$ cat config.mk
export PLATFORM = sky130hd
export DESIGN_NAME = multicast_rate_feedback_agent
export DESIGN_NICKNAME = d
export VERILOG_FILES = /design/src/sv/mrfa_pkg.sv /design/src/sv/mrfa_ram.sv /design/src/sv/mrfa_cfg.sv /design/src/sv/mrfa_ctrl.sv /design/src/sv/multicast_rate_feedback_agent.sv
export SDC_FILE = /design/constraint.sdc
export NUM_CORES = 1
export LEC_CHECK = 0
export BUFFER_PORTS_ARGS = -buffer_cell sky130_fd_sc_hd__clkbuf_2
export CORE_MARGIN = 1
export CORE_UTILIZATION = 39
export CTS_CLUSTER_DIAMETER = 30
export CTS_CLUSTER_SIZE = 40
export DETAILED_ROUTE_END_ITERATION = 12
export HOLD_SLACK_MARGIN = 0.12
export PLACE_DENSITY = 0.53
export SETUP_SLACK_MARGIN = 0.15
export SLEW_MARGIN = 30
export SYNTH_ARGS = -nofsm -noshare
export SYNTH_HDL_FRONTEND = slang
export SYNTH_SLANG_ARGS = --single-unit
$ cat constraint.sdc
create_clock -name clk -period 12.9 [get_ports clk]
set_input_delay 0.645 -clock clk [delete_from_list [all_inputs] [get_ports clk]]
set_output_delay 0.645 -clock clk [all_outputs]
set_load 0.1 [all_outputs]
$ cat src/sv/mrfa_pkg.sv
// ----------------------------------------------------------------------------
// mrfa_pkg
// Shared types, register codes and helpers of the multicast rate feedback agent.
// ----------------------------------------------------------------------------
package mrfa_pkg;

  localparam int ADDR_W = 5;
  localparam int DATA_W = 32;
  localparam int IN_W   = 88;

  localparam logic [2:0] REG_GROUP_ADDR = 3'd0;
  localparam logic [2:0] REG_OWN_ID     = 3'd1;
  localparam logic [2:0] REG_FB_THR     = 3'd2;
  localparam logic [2:0] REG_ACK_THR    = 3'd3;
  localparam logic [2:0] REG_ACK_PORT   = 3'd4;

  localparam logic [31:0] RST_GROUP_ADDR = 32'hE0004343;
  localparam logic [2:0]  RST_OWN_ID     = 3'd3;
  localparam logic [15:0] RST_FB_THR     = 16'd40;
  localparam logic [15:0] RST_ACK_THR    = 16'd10;
  localparam logic [15:0] RST_ACK_PORT   = 16'd1532;

  localparam logic [1:0] KIND_NONE = 2'd0;
  localparam logic [1:0] KIND_DATA = 2'd1;
  localparam logic [1:0] KIND_ACK  = 2'd2;

  localparam logic [4:0]  CODE_BASE     = 5'd4;
  localparam logic [31:0] TAKEOVER_MARK = 32'd99;

  typedef struct packed {
    logic [31:0] group_address;
    logic [2:0]  own_id;
    logic [15:0] feedback_threshold;
    logic [15:0] ack_threshold;
    logic [15:0] ack_port;
  } cfg_t;

  function automatic logic [31:0] sat_add(input logic [31:0] a, input logic [31:0] b);
    logic [32:0] s;
    s = {1'b0, a} + {1'b0, b};
    return s[32] ? 32'hFFFF_FFFF : s[31:0];
  endfunction

endpackage

$ cat src/sv/mrfa_ram.sv
// ----------------------------------------------------------------------------
// mrfa_ram
// Generic single-write, single-read RAM with registered read data.
// ----------------------------------------------------------------------------
module mrfa_ram #(
  parameter int WIDTH = 32,
  parameter int DEPTH = 12
) (
  input  logic                     clk,
  input  logic                     wr_en,
  input  logic [$clog2(DEPTH)-1:0] wr_addr,
  input  logic [WIDTH-1:0]         wr_data,
  input  logic                     rd_en,
  input  logic [$clog2(DEPTH)-1:0] rd_addr,
  output logic [WIDTH-1:0]         rd_data
);

  logic [WIDTH-1:0] mem [DEPTH];

  always_ff @(posedge clk) begin
    if (wr_en) begin
      mem[wr_addr] <= wr_data;
    end
    if (rd_en) begin
      rd_data <= mem[rd_addr];
    end
  end

endmodule

$ cat src/sv/mrfa_cfg.sv
// ----------------------------------------------------------------------------
// mrfa_cfg
// APB register file: group address, own id, thresholds and ack port.
// ----------------------------------------------------------------------------
module mrfa_cfg (
  input  logic                        clk,
  input  logic                        rst,
  input  logic                        psel,
  input  logic                        penable,
  input  logic                        pwrite,
  input  logic [mrfa_pkg::ADDR_W-1:0] paddr,
  input  logic [mrfa_pkg::DATA_W-1:0] pwdata,
  output logic [mrfa_pkg::DATA_W-1:0] prdata,
  output logic                        pready,
  output mrfa_pkg::cfg_t              cfg
);

  logic       wr;
  logic [2:0] idx;

  assign pready = 1'b1;
  assign idx    = paddr[4:2];
  assign wr     = psel && penable && pwrite && pready;

  always_ff @(posedge clk) begin
    if (rst) begin
      cfg.group_address      <= mrfa_pkg::RST_GROUP_ADDR;
      cfg.own_id             <= mrfa_pkg::RST_OWN_ID;
      cfg.feedback_threshold <= mrfa_pkg::RST_FB_THR;
      cfg.ack_threshold      <= mrfa_pkg::RST_ACK_THR;
      cfg.ack_port           <= mrfa_pkg::RST_ACK_PORT;
    end else if (wr) begin
      unique case (idx)
        mrfa_pkg::REG_GROUP_ADDR: cfg.group_address      <= pwdata;
        mrfa_pkg::REG_OWN_ID:     cfg.own_id             <= pwdata[2:0];
        mrfa_pkg::REG_FB_THR:     cfg.feedback_threshold <= pwdata[15:0];
        mrfa_pkg::REG_ACK_THR:    cfg.ack_threshold      <= pwdata[15:0];
        mrfa_pkg::REG_ACK_PORT:   cfg.ack_port           <= pwdata[15:0];
        default: ;
      endcase
    end
  end

  always_comb begin
    unique case (idx)
      mrfa_pkg::REG_GROUP_ADDR: prdata = cfg.group_address;
      mrfa_pkg::REG_OWN_ID:     prdata = {29'd0, cfg.own_id};
      mrfa_pkg::REG_FB_THR:     prdata = {16'd0, cfg.feedback_threshold};
      mrfa_pkg::REG_ACK_THR:    prdata = {16'd0, cfg.ack_threshold};
      mrfa_pkg::REG_ACK_PORT:   prdata = {16'd0, cfg.ack_port};
      default:                  prdata = '0;
    endcase
  end

endmodule

$ cat src/sv/mrfa_ctrl.sv
// ----------------------------------------------------------------------------
// mrfa_ctrl
// Packet sorter, counters, bin read-modify-write and report sequencer.
// ----------------------------------------------------------------------------
module mrfa_ctrl #(
  parameter int NUM_BINS = 12,
  parameter int IDX_W    = $clog2(NUM_BINS)
) (
  input  logic                       clk,
  input  logic                       rst,
  input  mrfa_pkg::cfg_t             cfg,
  input  logic                       s_tvalid,
  output logic                       s_tready,
  input  logic [mrfa_pkg::IN_W-1:0]  s_tdata,
  input  logic                       s_tlast,
  output logic                       m_tvalid,
  input  logic                       m_tready,
  output logic [31:0]                m_tdata,
  output logic                       m_tuser,
  output logic                       m_tlast,
  output logic                       ram_wr_en,
  output logic [IDX_W-1:0]           ram_wr_addr,
  output logic [31:0]                ram_wr_data,
  output logic                       ram_rd_en,
  output logic [IDX_W-1:0]           ram_rd_addr,
  input  logic [31:0]                ram_rd_data
);

  localparam int POS_W = $clog2(NUM_BINS + 1);
  localparam logic [POS_W-1:0] POS_LIM  = POS_W'(NUM_BINS);
  localparam logic [4:0]       BIN_LIM  = 5'(NUM_BINS);
  localparam logic [IDX_W-1:0] IDX_LAST = IDX_W'(NUM_BINS - 1);

  localparam logic [1:0] ST_IDLE   = 2'd0;
  localparam logic [1:0] ST_BIN    = 2'd1;
  localparam logic [1:0] ST_CHECK  = 2'd2;
  localparam logic [1:0] ST_REPORT = 2'd3;

  logic [1:0]          state;
  logic [POS_W-1:0]    word_pos;
  logic [1:0]          pkt_kind;
  logic [31:0]         packet_count;
  logic [31:0]         ack_count;
  logic [31:0]         received_sum;
  logic [2:0]          current_leader;
  logic [NUM_BINS-1:0] bin_valid;
  logic [IDX_W-1:0]    upd_addr;
  logic                fb_pend;
  logic                rep_kind;
  logic [IDX_W-1:0]    rd_idx;
  logic [IDX_W-1:0]    rd_idx_q;
  logic                rd_pend;
  logic                rd_all;
  logic                rd_vld;

  logic [31:0] dest_addr;
  logic [15:0] dest_port;
  logic [7:0]  ttl;
  logic [31:0] payload_word;
  logic        acc;
  logic        first;
  logic        is_ack;
  logic [1:0]  kind_now;
  logic [4:0]  code_off;
  logic [3:0]  bin_raw;
  logic        bin_ok;
  logic [31:0] cnt_inc;
  logic [2:0]  leader_new;
  logic        fb_hit;
  logic        data_start;
  logic        ack_word;
  logic        sum_add;
  logic [35:0] cnt_x10;
  logic [35:0] sum_x9;
  logic        take_hit;
  logic        rd_issue;
  logic [31:0] bin_cur;

  assign dest_addr    = s_tdata[31:0];
  assign dest_port    = s_tdata[47:32];
  assign ttl          = s_tdata[55:48];
  assign payload_word = s_tdata[87:56];

  assign s_tready = (state == ST_IDLE);
  assign acc      = s_tvalid && s_tready;
  assign first    = (word_pos == '0);
  assign is_ack   = (dest_port == cfg.ack_port) && (current_leader != cfg.own_id) &&
                    (current_leader != 3'd0);

  always_comb begin
    if (!first) begin
      kind_now = pkt_kind;
    end else if (dest_addr != cfg.group_address) begin
      kind_now = mrfa_pkg::KIND_NONE;
    end else if (is_ack) begin
      kind_now = mrfa_pkg::KIND_ACK;
    end else begin
      kind_now = mrfa_pkg::KIND_DATA;
    end
  end

  assign code_off   = ttl[4:0] - mrfa_pkg::CODE_BASE;
  assign bin_raw    = code_off[4:1];
  assign bin_ok     = (ttl[4:0] >= mrfa_pkg::CODE_BASE) && ({1'b0, bin_raw} < BIN_LIM);
  assign cnt_inc    = mrfa_pkg::sat_add(packet_count, 32'd1);
  assign leader_new = ttl[7:5];
  assign fb_hit     = (cnt_inc > {16'd0, cfg.feedback_threshold}) &&
                      ((leader_new == cfg.own_id) || (leader_new == 3'd0));
  assign data_start = acc && first && (kind_now == mrfa_pkg::KIND_DATA);
  assign ack_word   = acc && (kind_now == mrfa_pkg::KIND_ACK);
  assign sum_add    = ack_word && (word_pos < POS_LIM);

  assign cnt_x10  = {1'b0, packet_count, 3'b000} + {3'b000, packet_count, 1'b0};
  assign sum_x9   = {1'b0, received_sum, 3'b000} + {4'b0000, received_sum};
  assign take_hit = (ack_count >= {16'd0, cfg.ack_threshold}) && (cnt_x10 < sum_x9);

  assign rd_issue = (state == ST_REPORT) && !rd_pend && !rd_all && (!m_tvalid || m_tready);

  assign bin_cur     = bin_valid[upd_addr] ? ram_rd_data : 32'd0;
  assign ram_wr_en   = (state == ST_BIN);
  assign ram_wr_addr = upd_addr;
  assign ram_wr_data = mrfa_pkg::sat_add(bin_cur, 32'd1);
  assign ram_rd_en   = (data_start && bin_ok) || rd_issue;
  assign ram_rd_addr = (state == ST_REPORT) ? rd_idx : bin_raw[IDX_W-1:0];

  always_ff @(posedge clk) begin
    if (rst) begin
      state          <= ST_IDLE;
      word_pos       <= '0;
      pkt_kind       <= mrfa_pkg::KIND_NONE;
      packet_count   <= '0;
      ack_count      <= '0;
      received_sum   <= '0;
      current_leader <= '0;
      bin_valid      <= '0;
      fb_pend        <= 1'b0;
      rep_kind       <= 1'b0;
      rd_idx         <= '0;
      rd_pend        <= 1'b0;
      rd_all         <= 1'b0;
      m_tvalid       <= 1'b0;
    end else begin
      if (m_tvalid && m_tready) begin
        m_tvalid <= 1'b0;
      end
      unique case (state)
        ST_IDLE: begin
          if (acc) begin
            if (s_tlast) begin
              word_pos <= '0;
              pkt_kind <= mrfa_pkg::KIND_NONE;
            end else begin
              pkt_kind <= kind_now;
              if (word_pos != POS_LIM) begin
                word_pos <= word_pos + POS_W'(1);
              end
            end
          end
          if (data_start) begin
            current_leader <= leader_new;
            packet_count   <= fb_hit ? 32'd0 : cnt_inc;
            upd_addr       <= bin_raw[IDX_W-1:0];
            fb_pend        <= fb_hit;
            rep_kind       <= 1'b0;
            rd_idx         <= '0;
            rd_all         <= 1'b0;
            if (bin_ok) begin
              state <= ST_BIN;
            end else if (fb_hit) begin
              state <= ST_REPORT;
            end
          end
          if (ack_word) begin
            if (sum_add) begin
              received_sum <= mrfa_pkg::sat_add(received_sum, payload_word);
            end
            if (s_tlast) begin
              ack_count <= mrfa_pkg::sat_add(ack_count, 32'd1);
              state     <= ST_CHECK;
            end
          end
        end
        ST_BIN: begin
          bin_valid[upd_addr] <= 1'b1;
          state <= fb_pend ? ST_REPORT : ST_IDLE;
        end
        ST_CHECK: begin
          rep_kind <= 1'b1;
          rd_idx   <= '0;
          rd_all   <= 1'b0;
          state    <= take_hit ? ST_REPORT : ST_IDLE;
        end
        ST_REPORT: begin
          if (rd_issue) begin
            rd_pend  <= 1'b1;
            rd_idx_q <= rd_idx;
            rd_vld   <= bin_valid[rd_idx];
            if (rd_idx == IDX_LAST) begin
              rd_all <= 1'b1;
            end else begin
              rd_idx <= rd_idx + IDX_W'(1);
            end
          end
          if (rd_pend) begin
            rd_pend  <= 1'b0;
            m_tvalid <= 1'b1;
            m_tuser  <= rep_kind;
            m_tlast  <= (rd_idx_q == IDX_LAST);
            if (rep_kind && (rd_idx_q == '0)) begin
              m_tdata <= mrfa_pkg::TAKEOVER_MARK;
            end else begin
              m_tdata <= rd_vld ? ram_rd_data : 32'd0;
            end
            if (rd_idx_q == IDX_LAST) begin
              bin_valid <= '0;
              state     <= ST_IDLE;
            end
          end
        end
        default: state <= ST_IDLE;
      endcase
    end
  end

endmodule

$ cat src/sv/multicast_rate_feedback_agent.sv
// ----------------------------------------------------------------------------
// multicast_rate_feedback_agent
// Snoops multicast packet words, keeps a rate histogram in a bin RAM and
// sends feedback reports of all bins or takeover reports led by a mark word.
// ----------------------------------------------------------------------------
// channel | dir | tdata (low bit up)                               | tuser | tlast
// s_*     | in  | dest_addr, dest_port, ttl, payload_word (88 b)   | -     | word_last
// m_*     | out | report_word (32 b)                               | kind  | report_last
// apb     | cfg | group_address, own_id, feedback/ack thr, ack_port at 4*i
//
// Words are taken while the sorter idles; a data packet's first word with a valid
// rate code is followed by a bin RAM read-modify-write, an ack's last word by a
// takeover check, each holding the input. A report holds it while the single
// bin RAM read port feeds one output register, one bin at a time; output stalls
// stretch it. Reset clears control state and counters, not the bin RAM; bins are
// marked empty by per-entry valid flops, so there is no clearing pass.
// ----------------------------------------------------------------------------
module multicast_rate_feedback_agent #(
  parameter int NUM_BINS = 12
) (
  input  logic                        clk,
  input  logic                        rst,
  input  logic                        psel,
  input  logic                        penable,
  input  logic                        pwrite,
  input  logic [mrfa_pkg::ADDR_W-1:0] paddr,
  input  logic [mrfa_pkg::DATA_W-1:0] pwdata,
  output logic [mrfa_pkg::DATA_W-1:0] prdata,
  output logic                        pready,
  input  logic                        s_tvalid,
  output logic                        s_tready,
  input  logic [mrfa_pkg::IN_W-1:0]   s_tdata,  // dest_addr, dest_port, ttl, payload_word
  input  logic                        s_tlast,
  output logic                        m_tvalid,
  input  logic                        m_tready,
  output logic [31:0]                 m_tdata,  // report_word
  output logic                        m_tuser,  // report_kind
  output logic                        m_tlast
);

  localparam int IDX_W = $clog2(NUM_BINS);

  mrfa_pkg::cfg_t   cfg;
  logic             ram_wr_en;
  logic [IDX_W-1:0] ram_wr_addr;
  logic [31:0]      ram_wr_data;
  logic             ram_rd_en;
  logic [IDX_W-1:0] ram_rd_addr;
  logic [31:0]      ram_rd_data;

  mrfa_cfg u_cfg (
    .clk     (clk),
    .rst     (rst),
    .psel    (psel),
    .penable (penable),
    .pwrite  (pwrite),
    .paddr   (paddr),
    .pwdata  (pwdata),
    .prdata  (prdata),
    .pready  (pready),
    .cfg     (cfg)
  );

  mrfa_ram #(
    .WIDTH (32),
    .DEPTH (NUM_BINS)
  ) u_bins (
    .clk     (clk),
    .wr_en   (ram_wr_en),
    .wr_addr (ram_wr_addr),
    .wr_data (ram_wr_data),
    .rd_en   (ram_rd_en),
    .rd_addr (ram_rd_addr),
    .rd_data (ram_rd_data)
  );

  mrfa_ctrl #(
    .NUM_BINS (NUM_BINS),
    .IDX_W    (IDX_W)
  ) u_ctrl (
    .clk         (clk),
    .rst         (rst),
    .cfg         (cfg),
    .s_tvalid    (s_tvalid),
    .s_tready    (s_tready),
    .s_tdata     (s_tdata),
    .s_tlast     (s_tlast),
    .m_tvalid    (m_tvalid),
    .m_tready    (m_tready),
    .m_tdata     (m_tdata),
    .m_tuser     (m_tuser),
    .m_tlast     (m_tlast),
    .ram_wr_en   (ram_wr_en),
    .ram_wr_addr (ram_wr_addr),
    .ram_wr_data (ram_wr_data),
    .ram_rd_en   (ram_rd_en),
    .ram_rd_addr (ram_rd_addr),
    .ram_rd_data (ram_rd_data)
  );

endmodule

After elaboration in Yosys (flattened, before gate mapping)
Memories as Yosys holds them, arrays and structs flattened. A register that Yosys moved wholly into a read port is not among the register bits. Cells that the tools add are included. Widths: inputs -> output; s select.

Add/sub/neg operators: 9. Multiply operators: 0. Div/mod/pow operators: 0. Magnitude comparators: 9. Eq/ne operators: 22. Shifts and indexed selects: 0. Muxes and demuxes: 50. Bitwise operators: 3. Reductions and logical operators: 54.

Operators by type and width (count): $mux 32 (6); $pmux 32 s5 (1); $add 32x1->33 const B (3); $add 35x32->36 (1); $add 35x33->36 (1); $lt 36x36->1 (1); $add 32x32->33 (1); $ge 32x16->1 (1); $gt 32x16->1 (1); $ne 32x32->1 (1); $mux 2 (13); $mux 12 (2); $mux 4 (6); $pmux 12 s2 (1); $reduce_and 3->1 (7); $logic_and 1x1->1 (19); $reduce_and 2->1 (9); $eq 16x16->1 (1); $mux 1 (13); $or 12x12->12 (1); $pmux 4 s3 (1); $lt 4x5->1 const B (2); $add 4x1->4 const B (2); $bmux 1 s4 (2); other kinds (30) (51).

Register bits: 254. Latch bits: 0. Bits in writable memories: 384. Memory bits (read-only): 0. Bits of input ports: 133. Word-level logic and storage cells: 174. Memories: 1.

Memories: u_bins.mem (depth 12, width 32, read ports 1, clocked after Yosys merged registers in 1, write ports 1, RTL line mrfa_ram.sv:18) `logic [WIDTH-1:0] mem [DEPTH];`.

Longest topological paths before layout
Depth in word-level cells: 12. Depth in mapped cells: 20. Gate-level depth less buffers: 20.

By module
A second synthesis with hierarchy kept.

Cells, all modules: 2939. Area, all modules: 34455.5 sq um.

By module, submodules not included: mrfa_ram (times used 1, cells an instance 664, area an instance 15493.6 sq um); mrfa_ctrl (times used 1, cells an instance 1851, area an instance 15044.4 sq um); mrfa_cfg (times used 1, cells an instance 424, area an instance 3917.5 sq um).

Worst setup path before layout
OpenSTA, ideal clock, no wires.

Path kind: reg2reg. Start point: register u_ctrl.state[1]. End point: register u_bins.rd_data[0] (read register of u_bins.mem) (enable). Arrival time: 3.966 ns. Required time: 12.511 ns. Slack: 8.544 ns. Cell stages (with the launch flop): 10. Buffers on the path: 3. Cells stage by stage: dfxtp_1 > clkbuf_1 > nor2_1 > nand4_1 > nor3_1 > o21a_1 > buf_2 > buf_1 > nand2_1 > nand2_1.

Word-level cells in the longest chain between the ends: 6. Elaborated cells between the ends (all ways): 11. Classes of those cells: 1 x eq/ne; 1 x mux; 9 x reduce/logical.

Ends and longest elaborated chain: from (decl) (RTL line mrfa_ctrl.sv:39) `logic [1:0] state;`; from (signal assigned) (RTL line mrfa_ctrl.sv:185) `state <= fb_pend ? ST_REPORT : ST_IDLE;`; from (signal assigned) (RTL line mrfa_ctrl.sv:191) `state <= take_hit ? ST_REPORT : ST_IDLE;`; $logic_not 2->1 (RTL line mrfa_ctrl.sv:84) `assign s_tready = (state == ST_IDLE);`; named net s_tready (RTL line multicast_rate_feedback_agent.sv:31) `output logic s_tready,`; $logic_and 1x1->1 (RTL line mrfa_ctrl.sv:85) `assign acc = s_tvalid && s_tready;`; $logic_and 1x1->1 (2 in a row) (RTL line mrfa_ctrl.sv:109) `assign data_start = acc && first && (kind_now == mrfa_pkg::KIND_DATA);`; $logic_and 1x1->1 (RTL line mrfa_ctrl.sv:123) `assign ram_rd_en = (data_start && bin_ok) || rd_issue;`; $logic_or 1x1->1 (RTL line mrfa_ctrl.sv:123); named net ram_rd_en (RTL line multicast_rate_feedback_agent.sv:47) `logic ram_rd_en;`; to (decl) (RTL line mrfa_ram.sv:15) `output logic [WIDTH-1:0] rd_data`.

The timed path passes the listed nets, and every way through them passes these cells. A chain may end at the register's enable or synchronous reset.

Worst setup path in the final report
Start point: register u_ctrl.upd_addr[0] (netlist: u_ctrl.ram_wr_addr[0]). End point: memory u_bins.mem[0][3], data pin.

Word-level cells in the longest chain between the ends: 5.

Ends and longest elaborated chain: from (decl) (RTL line mrfa_ctrl.sv:47) `logic [IDX_W-1:0] upd_addr;`; from (signal assigned) (RTL line mrfa_ctrl.sv:162) `upd_addr <= bin_raw[IDX_W-1:0];`; $bmux 1 s4 (RTL line mrfa_ctrl.sv:119) `assign bin_cur = bin_valid[upd_addr] ? ram_rd_data : 32'd0;`; $mux 1 (implied by the code) (RTL line mrfa_ctrl.sv:119); $mux 32 (RTL line mrfa_ctrl.sv:119); $add 32x1->33 (RTL line mrfa_pkg.sv:40) `s = {1'b0, a} + {1'b0, b};`; $mux 32 (RTL line mrfa_pkg.sv:41) `return s[32] ? 32'hFFFF_FFFF : s[31:0];`; named net ram_wr_data[3] (RTL line multicast_rate_feedback_agent.sv:46) `logic [31:0] ram_wr_data;`; to (decl) (RTL line mrfa_ram.sv:18).

The timed path passes the listed nets, and every way through them passes these cells. The select of a mux whose other input is x is not followed.

==> results.ini <==
[status]
status = finished, final reports clean

[pwr]
switchingPower_mw = 1.42
swShare_pct = 22.3
intPower_mw = 4.95
comb_power_share_pct = 3.6
p_clk_share_pct = 60.5
pwr-share-seq_pct = 35.9
power_density_nw_per_um2 = 153
vdd_ir_drop_max_uv = 149
leakage_nw = 16.4

[global_route]
grt_pass1_vias = 26357
grt_overflow = 0
antenna_found_initial = 1
grt_start_max_net_pins = 83
grt_pass1_wl_um = 148000
grt_usage_pct = 21.3

[placement]
dpl_worst_slack_ns = 7.67
io_buffers = 197
hpwl_um = 60700
gp_congestion = 0.903
place_inst = 4445
placed_area_sq_um = 36400

[yosys]
synth_edf_count = 459
seq_area_frac_synth_pct = 52.7
synthArstFlopShare_pct = 0
synth_ff_type = edfxtp_1
netlist_top_cells_area = edfxtp_1, dfxtp_1, ha_1
synth_seq_cells = 670
syn_avg_cell_area_sq_um = 10.6
synth_most_common_cell = nand2_1
syn_area_sq_um = 34200
syn_nets = 3517
synth_top_area_share_pct = 40.3
synth_cell_type_count = 81
synth_top_area_cell = edfxtp_1
synthTopCellsByCount = nand2_1, edfxtp_1, a21oi_1, dfxtp_1, nor2_1
netlist_instances = 3216
yosysWarnings = 0

[final_layout]
multi_input_area_sq_um = 15400
fill_cells = 7959
regArea_sq_um = 18000
finish.instance_area_sq_um = 41700
fin_nets = 3743
area.growth.synth_to_final_pct = 21.9
final_cells = 4721
drive_gt1_share_pct = 16.9

[floorplanning]
initial_utilization_pct = 39.4
dieHeight_um = 298
core_area_sq_um = 86800
fp.dieW_um = 298
die_area_sq_um = 88800
ioPinCount = 202
rows = 108

[sta]
timing.hold.ws_ns = 0.163
slew_headroom_pct = 35.4
drv_slew = 0
finalCriticalPeriod_ns = 5.19
setup_tns_ns = 0
hold_viol_final = 0
setup_viol = 0
rsz0062_at_grt = no
finalCritPeriodShare_pct = 40.2
fin_skew_ns = 0.0335
worst_slew_pin_slew_ns = 0.970
timing.fmax_ghz = 0.193
setup_ws_ns = 7.71

[clocking]
clock_latency_ns = 0.72
cts_buffer_depth = 3
cts_root_buf = clkbuf_16
postCtsHoldBufs = 2
cts_tree = built
cts_inserted_buffers = 148
clock-sinks = 670
ctsHtreeMaxLevel = 4
cts_setup_buffers = 0
cts_resized = 0
cts.clk_slew.worst_paths_ns = 0.04

[flow_run]
maxCapViolations = 0

[critical_path]
crit_required_ns = 13.29
cpMostUsedCell = buf_4
startpoint_type = flip-flop
arrival_ns = 5.58
worstSetupPathType = reg2reg
crit_family = simple AND/OR/NAND/NOR gates
end_kind = flip-flop
slowest_stage = or4_1
path_cells = mux4_2 > mux2i_1 > a2bb2oi_4 > buf_4 > nor2b_1 > ha_1 > nand2_1 > nor4_4 > nand2_2 > or4_1 > buf_4 > o21ai_1
critPathMaxFanout = 40
cp_num_buf_inv = 2
r2r_setup_slack_ns = 7.71
slowest_delay_ns = 0.87

[routing]
routed_wl_um = 95500
dr_total_vias = 26079
via_per_inst = 5.52
detail_route.first_pass.iterations = 5
drc_errors = 0
ant_nets = 0
drt_iter0_drc = 1830
wl_per_cell_um = 20.2

[worst_hold_path]
hp-class = in2reg

-- power groups by stage --
stage	combinational (mW)	clock [mW]	sequential (mW)
2_1_floorplan	0.153	0	2.32
3_3_place_gp	0.226	0	2.32
3_5_place_dp	0.230	0	2.32
4_1_cts	0.231	3.92	2.28
5_1_grt	0.250	4.03	2.28
6_report	0.229	3.86	2.28
-- worst reg2reg max path: cells and delay by family, from the launching register on --
| kind | cells | cell delay [ns] |
|---|---|---|
| adders and majority gates | 1 | 0.39 |
| muxes | 2 | 0.57 |
| buffers and inverters | 2 | 0.65 |
| and+or+nand+nor | 5 | 1.99 |
| DFF | 1 | 0.64 |
| AOI/OAI and AO/OA | 2 | 0.63 |
-- cell type report --
| type | count | share of cell area, % |
|---|---|---|
| sequential | 670 | 43.2 |
| inverter | 73 | 0.658 |
| timing repair buffer | 236 | 3.12 |
| clock inverter | 104 | 3.09 |
| antenna | 1 | 0.00601 |
| tap | 1155 | 3.47 |
| multi-input combinational | 2313 | 37.1 |
| clock buffer | 169 | 9.38 |
-- registers in the layout, indices dropped and copies added (netlist names), 2 cells and up --
signal / flops
u_bins.mem: 384
u_cfg.cfg: 83
u_bins.rd_data: 32
u_ctrl.ack_count: 32
u_ctrl.m_tdata: 32
u_ctrl.packet_count: 32
u_ctrl.received_sum: 32
u_ctrl.bin_valid: 12
u_ctrl.ram_wr_addr: 4
u_ctrl.rd_idx: 4
u_ctrl.rd_idx_q: 4
u_ctrl.word_pos: 4
u_ctrl.current_leader: 3
u_ctrl.pkt_kind: 2
u_ctrl.state: 2
-- worst paths after layout --
path / start / endpoint / cells after the start
setup reg to reg: u_ctrl.ram_wr_addr[0]$_DFFE_PP_ / u_bins.mem[0][3]$_DFFE_PP_ / 12
setup / recovery: u_ctrl.ram_wr_addr[0]$_DFFE_PP_ / u_bins.mem[0][3]$_DFFE_PP_ / 12
hold / removal: pwdata[29] / u_cfg.cfg[80]$_SDFFE_PP1P_ / 3
hold reg to reg: u_ctrl.rd_all$_SDFFE_PP0P_ / u_ctrl.rd_all$_SDFFE_PP0P_ / 2
-- cell usage in the layout, fill, tap and decap left out, types with 14 or more instances in the layout --
cell type,Yosys,final
nand2_1,509,507
edfxtp_1,459,459
a21oi_1,254,253
dfxtp_1,211,211
clkbuf_2,1,196
nor2_1,186,176
ha_1,165,165
clkbuf_16,0,151
nand3_1,120,120
xor2_1,106,106
o21ai_0,118,94
and3_1,89,88
xnor2_1,81,81
inv_1,73,72
mux4_2,56,56
a31oi_1,53,53
a21o_1,51,51
nor3_1,53,49
nand4_1,46,46
a311oi_1,44,44
buf_4,5,37
and2_1,31,30
nor2b_1,28,28
nand2b_1,27,27
a211oi_1,28,27
o21ai_1,1,23
clkinv_2,0,23
o21a_1,24,22
nor4_1,23,22
mux2i_1,23,22
bufinv_16,0,20
and4_1,16,16
o211ai_1,16,16
clkinv_4,0,16
a221o_1,15,15
a22o_1,14,14
-- layer usage --
| layer | part of all wire, % | GRT usage [%] |
|---|---|---|
| met1 | 43 | 27.2 |
| met2 | 50 | 36.5 |
| met3 | 5.0 | 3.86 |
| met4 | 2.2 | 7.01 |
| met5 | 0.014 | 0 |
-- stage by stage --
step	util [%]	power (mW)
final	48.0	6.37
after global routing	48.0	6.56
after CTS	48.0	6.43
after detailed placement	42.0	2.55
after global placement	42.0	2.55
after floorplan	-	2.48
-- cell families after synthesis --
group | share of synthesized area, %
and+or+nand+nor | 16.1
adders and majority gates | 6.21
other | 0.0110
muxes | 4.46
DFF | 52.7
buffers and inverters | 2.70
xor gates and xnor gates | 4.79
AOI/OAI and AO/OA | 13.0
No activity file was read; power rests on OpenSTA's default activity.
